[config.mk]
export PLATFORM = sky130hd
export DESIGN_NAME = ldm_cell
export DESIGN_NICKNAME = d
export VERILOG_FILES = /design/src/sv/lookalike_domain_matcher_core_macros.svh /design/src/sv/ldm_pkg.sv /design/src/sv/ldm_cell.sv
export SDC_FILE = /design/constraint.sdc
export NUM_CORES = 1
export LEC_CHECK = 0
export BUFFER_PORTS_ARGS = -buffer_cell sky130_fd_sc_hd__buf_2
export CELL_PAD_IN_SITES_DETAIL_PLACEMENT = 2
export CELL_PAD_IN_SITES_GLOBAL_PLACEMENT = 2
export CORE_MARGIN = 8
export CORE_UTILIZATION = 35
export DETAILED_ROUTE_END_ITERATION = 10
export GPL_TIMING_DRIVEN = 0
export PLACE_DENSITY = 0.84
export SYNTH_ARGS = -nofsm -noshare
export SYNTH_HDL_FRONTEND = slang
export SYNTH_SLANG_ARGS = --single-unit
[constraint.sdc]
create_clock -name clk_i -period 14.09 [get_ports clk_i]
set_input_delay 1.409 -clock clk_i [delete_from_list [all_inputs] [get_ports clk_i]]
set_output_delay 1.409 -clock clk_i [all_outputs]
set_load 0.005 [all_outputs]
[src/sv/lookalike_domain_matcher_core_macros.svh]
// Assertion macros for the lookalike domain matcher.
// Needs clk_i and rst_ni in the scope where a macro is used.
`ifndef LOOKALIKE_DOMAIN_MATCHER_CORE_MACROS_SVH
`define LOOKALIKE_DOMAIN_MATCHER_CORE_MACROS_SVH

// same-cycle implication
`define LDM_ASSERT_IMP(lbl, ante, cons, msg) \
  lbl: assert property (@(posedge clk_i) disable iff (!rst_ni) (ante) |-> (cons)) \
    else $error(msg);

// next-cycle implication
`define LDM_ASSERT_NXT(lbl, ante, cons, msg) \
  lbl: assert property (@(posedge clk_i) disable iff (!rst_ni) (ante) |=> (cons)) \
    else $error(msg);

`endif

[src/sv/ldm_pkg.sv]
// Shared types and constants of the lookalike domain matcher.
// No dependencies; compile first.
package ldm_pkg;

  localparam int MaxLenDef = 64;
  localparam int SymW      = 8;
  localparam int FuncW     = 2;
  localparam int CfgW      = 8;
  localparam int CfgIdxW   = 2;
  localparam int OutW      = 7;

  localparam logic [CfgW-1:0] DistLimitRst = 8'd5;
  localparam logic [CfgW-1:0] RatioNumRst  = 8'd6;
  localparam logic [CfgW-1:0] RatioDenRst  = 8'd10;

  typedef enum logic [FuncW-1:0] {
    FUNC_DOMAIN = 2'd0,
    FUNC_HOST   = 2'd1,
    FUNC_REF    = 2'd2,
    FUNC_CLEAR  = 2'd3
  } func_e;

  typedef enum logic [CfgIdxW-1:0] {
    CFG_DIST_LIMIT = 2'd0,
    CFG_RATIO_NUM  = 2'd1,
    CFG_RATIO_DEN  = 2'd2
  } cfg_idx_e;

  // control part of a reference token moving down the cell chain
  typedef struct packed {
    logic            valid;
    logic            upd;
    logic            last;
    logic            ovf;
    logic [SymW-1:0] symbol;
  } tok_ctl_t;

  // probe load / restart broadcast to all cells
  typedef struct packed {
    logic            restart;
    logic            dom_we;
    logic            host_we;
    logic [SymW-1:0] symbol;
  } ld_t;

endpackage

[src/sv/ldm_cell.sv]
// One column cell of the matcher chain: holds one probe domain byte, one probe
// host byte, one distance entry and one substring entry. Depends on ldm_pkg.
module ldm_cell import ldm_pkg::*; #(
  parameter int MAX_LEN = MaxLenDef,
  parameter int IDX     = 1
) (
  input  logic                               clk_i,
  input  logic                               rst_ni,
  input  logic                               adv_i,
  input  ld_t                                ld_i,
  input  logic [$clog2(MAX_LEN+1)-1:0]       dom_cnt_i,
  input  logic [$clog2(MAX_LEN+1)-1:0]       host_cnt_i,
  input  tok_ctl_t                           ctl_i,
  input  logic [$clog2(MAX_LEN+1)-1:0]       d_new_i,
  input  logic [$clog2(MAX_LEN+1)-1:0]       d_old_i,
  input  logic [$clog2(MAX_LEN+1)-1:0]       s_old_i,
  input  logic [$clog2(MAX_LEN+1)-1:0]       row_max_i,
  input  logic [$clog2(MAX_LEN+1)-1:0]       dist_i,
  input  logic [$clog2(MAX_LEN+1)-1:0]       len_i,
  output tok_ctl_t                           ctl_o,
  output logic [$clog2(MAX_LEN+1)-1:0]       d_new_o,
  output logic [$clog2(MAX_LEN+1)-1:0]       d_old_o,
  output logic [$clog2(MAX_LEN+1)-1:0]       s_old_o,
  output logic [$clog2(MAX_LEN+1)-1:0]       row_max_o,
  output logic [$clog2(MAX_LEN+1)-1:0]       dist_o,
  output logic [$clog2(MAX_LEN+1)-1:0]       len_o
);

  localparam int CntW = $clog2(MAX_LEN+1);
  localparam logic [CntW-1:0] MyIdx  = CntW'(IDX);
  localparam logic [CntW-1:0] WrSlot = CntW'(IDX-1);

  logic [SymW-1:0] dom_byte_q, host_byte_q;
  logic [CntW-1:0] d_q, s_q;
  tok_ctl_t        ctl_q;
  logic [CntW-1:0] d_new_q, d_old_q, s_old_q, row_max_q, dist_q, len_q;

  logic            upd;
  logic [CntW-1:0] min_ul, min_all, d_calc, s_calc, d_eff, s_eff;
  logic [CntW-1:0] row_max_d, dist_d;

  always_comb begin
    upd     = ctl_i.valid && ctl_i.upd;
    min_ul  = (d_q < d_new_i) ? d_q : d_new_i;
    min_all = (d_old_i < min_ul) ? d_old_i : min_ul;
    d_calc  = (dom_byte_q == ctl_i.symbol) ? d_old_i : min_all + 1'b1;
    s_calc  = (host_byte_q == ctl_i.symbol) ? s_old_i + 1'b1 : '0;
    d_eff   = upd ? d_calc : d_q;
    s_eff   = upd ? s_calc : s_q;
    // only columns inside the host probe count toward the row maximum
    row_max_d = (upd && (MyIdx <= host_cnt_i) && (s_calc > row_max_i)) ? s_calc : row_max_i;
    dist_d    = (MyIdx == dom_cnt_i) ? d_eff : dist_i;
  end

  always_ff @(posedge clk_i or negedge rst_ni) begin
    if (!rst_ni) begin
      ctl_q <= '0;
      d_q   <= MyIdx;
      s_q   <= '0;
    end else begin
      if (adv_i) begin
        ctl_q <= ctl_i;
      end
      if (ld_i.restart) begin
        d_q <= MyIdx;
        s_q <= '0;
      end else if (adv_i && ctl_i.valid) begin
        // drop back to the row start once the last byte has passed
        d_q <= ctl_i.last ? MyIdx : d_eff;
        s_q <= ctl_i.last ? '0 : s_eff;
      end
    end
  end

  always_ff @(posedge clk_i) begin
    if (adv_i) begin
      d_new_q   <= d_eff;
      d_old_q   <= d_q;
      s_old_q   <= s_q;
      row_max_q <= row_max_d;
      dist_q    <= dist_d;
      len_q     <= len_i;
    end
    if (ld_i.dom_we && dom_cnt_i == WrSlot) begin
      dom_byte_q <= ld_i.symbol;
    end
    if (ld_i.host_we && host_cnt_i == WrSlot) begin
      host_byte_q <= ld_i.symbol;
    end
  end

  assign ctl_o     = ctl_q;
  assign d_new_o   = d_new_q;
  assign d_old_o   = d_old_q;
  assign s_old_o   = s_old_q;
  assign row_max_o = row_max_q;
  assign dist_o    = dist_q;
  assign len_o     = len_q;

endmodule

After elaboration in Yosys (flattened, before gate mapping) --
Index checks and enable logic that the tools add are counted.
Storage, ports and cells: bits in registers 84, latch bits 0, RAM bits 0, ROM bits 0, bits of input ports 82, output and inout port bits 54, word-level logic and storage cells 49, memories kept 0
Cells by class: add/subtract/negate cells 2, multipliers 0, divide/modulo/power cells 0, magnitude comparators 4, eq/ne operators 3, shifts and indexed selects 0, muxes and demuxes 14, bitwise gates (word level) 0, reduce and logical (&&, ||, !) cells 11
Operator list (number):
- 2-to-1 mux 7 bit | 14
- == test 8 bit | 2
- adder 7 x 1 -> 7 bit (second input constant) | 2
- logical NOT 7 bit | 2
- less-than comparator 7 bit | 2
- == test 1 x 7 -> 1 bit (first input constant) | 1
- greater-than comparator 7 bit | 1
- less-or-equal comparator 1 x 7 -> 1 bit (first input constant) | 1
- logical AND 1 bit | 6
- nonzero test 3 bit | 1
- AND reduction 2 bit | 1
- nonzero test 2 bit | 1

Depth between registers and ports, before layout --
depth after elaboration 10, mapped depth 24, gate-level depth less buffers 22

Worst setup path before layout --
No wires, ideal clock.
path type in2reg, start in d_new_i[2], end reg d_new_q[6] (netlist: d_new_o[6]) (data pin), setup time 0.266 ns, arrival time 5.289 ns, required time 13.824 ns, setup slack 8.535 ns, cell stages on the path 23, path buffers 2, cells stage by stage inv_1 -> ha_1 -> a21oi_1 -> o21ai_2 -> a21oi_4 -> buf_2 -> nor2_1 -> a21oi_1 -> ha_1 -> a21o_1 -> a21o_1 -> a21o_1 -> a221oi_4 -> buf_6 -> mux2i_1 -> ha_1 -> inv_1 -> nor4_1 -> mux2i_1 -> xnor2_1 -> nor3_2 -> a211oi_2 -> o21ai_1
Between the ends: longest elaborated chain between the ends 7
Ends and longest elaborated chain:
- start, declared | RTL line ldm_cell.sv:14 | input logic [$clog2(MAX_LEN+1)-1:0] d_new_i,
- less-than comparator 7 bit | RTL line ldm_cell.sv:44 | min_ul = (d_q < d_new_i) ? d_q : d_new_i;
- 2-to-1 mux 7 bit (*) | RTL line ldm_cell.sv:44
- less-than comparator 7 bit | RTL line ldm_cell.sv:45 | min_all = (d_old_i < min_ul) ? d_old_i : min_ul;
- 2-to-1 mux 7 bit (*) | RTL line ldm_cell.sv:45
- adder 7 x 1 -> 7 bit (*) | RTL line ldm_cell.sv:46 | d_calc = (dom_byte_q == ctl_i.symbol) ? d_old_i : min_all + 1'b1;
- 2-to-1 mux 7 bit (*) | RTL line ldm_cell.sv:46
- 2-to-1 mux 7 bit (*) | RTL line ldm_cell.sv:48 | d_eff = upd ? d_calc : d_q;
- via d_eff[6] | RTL line ldm_cell.sv:39 | logic [CntW-1:0] min_ul, min_all, d_calc, s_calc, d_eff, s_eff;
- end signal, assigned | RTL line ldm_cell.sv:77 | d_new_q <= d_eff;
- end, declared | RTL line ldm_cell.sv:36 | logic [CntW-1:0] d_new_q, d_old_q, s_old_q, row_max_q, dist_q, len_q;
The timed path passes the listed nets; every way through them passes the cells marked *. A chain may end at the register's enable or synchronous reset.

Worst setup path in the final report --
Ends and elaborated chain as after synthesis.

==> flow_summary.toml <==
[synthesis]
synth_seq_cells = 84
syn_avg_cell_area_sq_um = 11.6
synthArstFlopShare = 0.310
yosysUniqueCellTypes = 55
synth-edff-count = 58
yosys_most_used_dff = "edfxtp_1"
ys_seq_area_frac = 0.546
synthesis.area_sq_mm = 0.00439
synth_area_leader_cell = "edfxtp_1"
yosys_warnings = 0
yosys-top-cells-area = "edfxtp_1 (40%), dfrtp_1 (14%), ha_1 (5.7%)"
synth_top_area_share = 0.397
yosysMostFrequentCell = "edfxtp_1"
synth_common_cells = "edfxtp_1 (58), nor2_1 (37), nand2_1 (35)"
syn-num-nets = 480
synthCells = 378

[timing]
skew_ns = 0.00914
maxSlewViolCount = 0
setup_viol = 0
finalCriticalPeriod_ns = 6.30
tightest_slew_ns = 1.27
fin_crit_sh = 0.447
timing.hold.ws_ns = 0.460
slew_headroom = 0.149
timing.fmax_mhz = 159
hold_viol = 0
tns_ns = 0
rsz0062_at_grt = "no"

[die]
die_y_um = 128
num_io_pins = 136
core-area_sq_mm = 0.0124
num_rows = 41
start_util = 0.353
fp.dieArea_sq_mm = 0.0164
die_x_um = 128

[hold_path]
min_from = "s_q[0]"
holdPathStages = 0
min_to = "s_old_o[0]"
min_path_type = "reg2reg"

[global_routing]
grt_max_degree = 47
grt_pass1_vias = 4154
grtUsageTotal = 0.178
antenna_found_initial = 1
grt_pass1_wl_um = 22500
grt_overflow = 0

[pwr]
cellLeakagePower_nw = 2.42
peakVddDrop_uv = 67.0
p_per_area_mw_per_mm2 = 104

[clocking]
cts-htree-levels = 3
cts_made_buffers = 9
cts_setup_buffers = 0
clk_pin_slew_worst_paths_ns = 0.06
cts_buffer_depth = 2
cts_tree = "yes"
post_cts_resized = 0
cts.sinks = 84
cts_hold_buf = 0
clk_latency_ns = 0.33
clockRootBuffer = "clkbuf_16"

[cells_and_area]
layout.nets = 626
design_area_sq_mm = 0.00556
diodes = 0
drive_above_1_share = 0.338
utilization = 0.447
syn_to_final_growth_pct = 26.7
nFillCells = 1381

[critical_path]
worstSetupPathType = "in2reg"
reg2reg_depth = 22
cpMaxStageDelayCell = "a221oi_4"
regToRegSetupSlack_ns = 8.62
worstReg2RegStart = "d_q[4]"
crit_family = "compound AO/OA/AOI/OAI gates"
worst_setup_path_end_kind = "register"
worstPathMaxFanout = 10
startpoint_type = "input port"
worst_ep_required_time_ns = 14.16
worstPathCellList = "buf_2 -> inv_1 -> ha_1 -> a21oi_1 -> o21ai_2 -> a21oi_4 -> buf_2 -> nor2_1 -> a21oi_1 -> ha_1 -> a21oi_1 -> nor2_1 -> mux2_4 -> a221oi_4 -> buf_6 -> mux2i_1 -> ha_1 -> inv_1 -> nor4_1 -> mux2i_1 -> xnor2_1 -> nor3_2 -> a211oi_2 -> o21ai_1"
critPathBufInv = 5
cp.arrival_ns = 6.36
cp_slowest_stage_delay_ns = 0.47
r2r-end = "d_new_o[6]"

[place]
placed_area_sq_mm = 0.00528
numPortBuffers = 135
gp_congestion = 0.813
place_hpwl_um = 11500

[route]
drtIter0Drc = 120
antenna_left = 0
wl_per_cell_um = 20.2
via_count = 3545
first_pass_iters = 4
drc = 0
routed_wl_um = 14200
via_per_inst = 5.06

[job]
drv_cap = 0

[outcome]
status = "finished clean"
how the worst max path moves through the flow:
stage | to | slack, ns | depth (start not counted) | start
CTS | d_new_o[6] | 7.77 | 24 | d_new_i[2]
floorplan | d_new_o[6] | 8.53 | 23 | d_new_i[2]
global placement | d_new_o[6] | 7.62 | 24 | d_new_i[2]
global route | d_new_o[6] | 7.30 | 24 | d_new_i[2]
finish | d_new_o[6] | 7.79 | 24 | d_new_i[2]
detailed placement | d_new_o[6] | 7.43 | 24 | d_new_i[2]
routing by layer:
layer | vias up | share of wire | GRT usage
met4 | 2 | 0.0094 | 0.0427
met3 | 12 | 0.060 | 0.0562
li1 | 1674 | - | -
met2 | 96 | 0.54 | 0.327
met1 | 1761 | 0.39 | 0.193
met5 | - | 0.00070 | 0
cells by family (layout without fill, tap and decap cells):
family	count (synthesis)	count (layout)	synth area share
and+or+nand+nor	113	113	0.121
xor gates and xnor gates	26	26	0.0519
DFF	84	84	0.546
muxes	30	30	0.0762
buffers and inverters	27	178	0.0254
AOI/OAI and AO/OA	78	78	0.123
adders and majority gates	20	20	0.0571
per-stage QoR:
stage / instances / power (mW) / setup slack (ns)
floorplan: 378 / 0.320 / 8.53
global route: 701 / 0.601 / 7.30
global placement: 685 / 0.359 / 7.62
detailed placement: 685 / 0.364 / 7.43
CTS: 701 / 0.586 / 7.77
finish: 701 / 0.578 / 7.79
sequential cells by signal, summed over array words and instances, names as in the netlist:
signal       flops
s_q              7
len_o            7
dist_o           7
d_q              7
d_old_o          7
row_max_o        7
d_new_o          7
dom_byte_q       8
ctl_o           12
s_old_o          7
host_byte_q      8
power by group:
group | switching [mW] | internal (mW) | total, mW
Combinational | 0.0429 | 0.0329 | 0.0759
Sequential | 0.00491 | 0.277 | 0.282
Clock | 0.0956 | 0.125 | 0.220
area by class of cell:
cell class,count,area [sq um],share of cell area
inverter,20,75.1,0.0135
sequential,84,2390,0.431
buffer,7,36.3,0.00653
clock buffer,11,243,0.0437
clock inverter,5,36.3,0.00653
timing repair buffer,135,676,0.122
multi-input combinational,267,1880,0.339
tap,172,215,0.0387
cells in the final DEF, fill, tap and decap left out, types with 9 or more instances in the layout:
cell / n
a21oi_1: 19
buf_2: 137
clkbuf_16: 9
dfrtp_1: 25
edfxtp_1: 58
ha_1: 20
inv_1: 19
mux2_2: 12
mux2i_1: 9
nand2_1: 35
nand3_1: 9
nor2_1: 37
o21ai_0: 13
o21ai_1: 14
xor2_1: 19
Power figures use the tool's default switching activity.
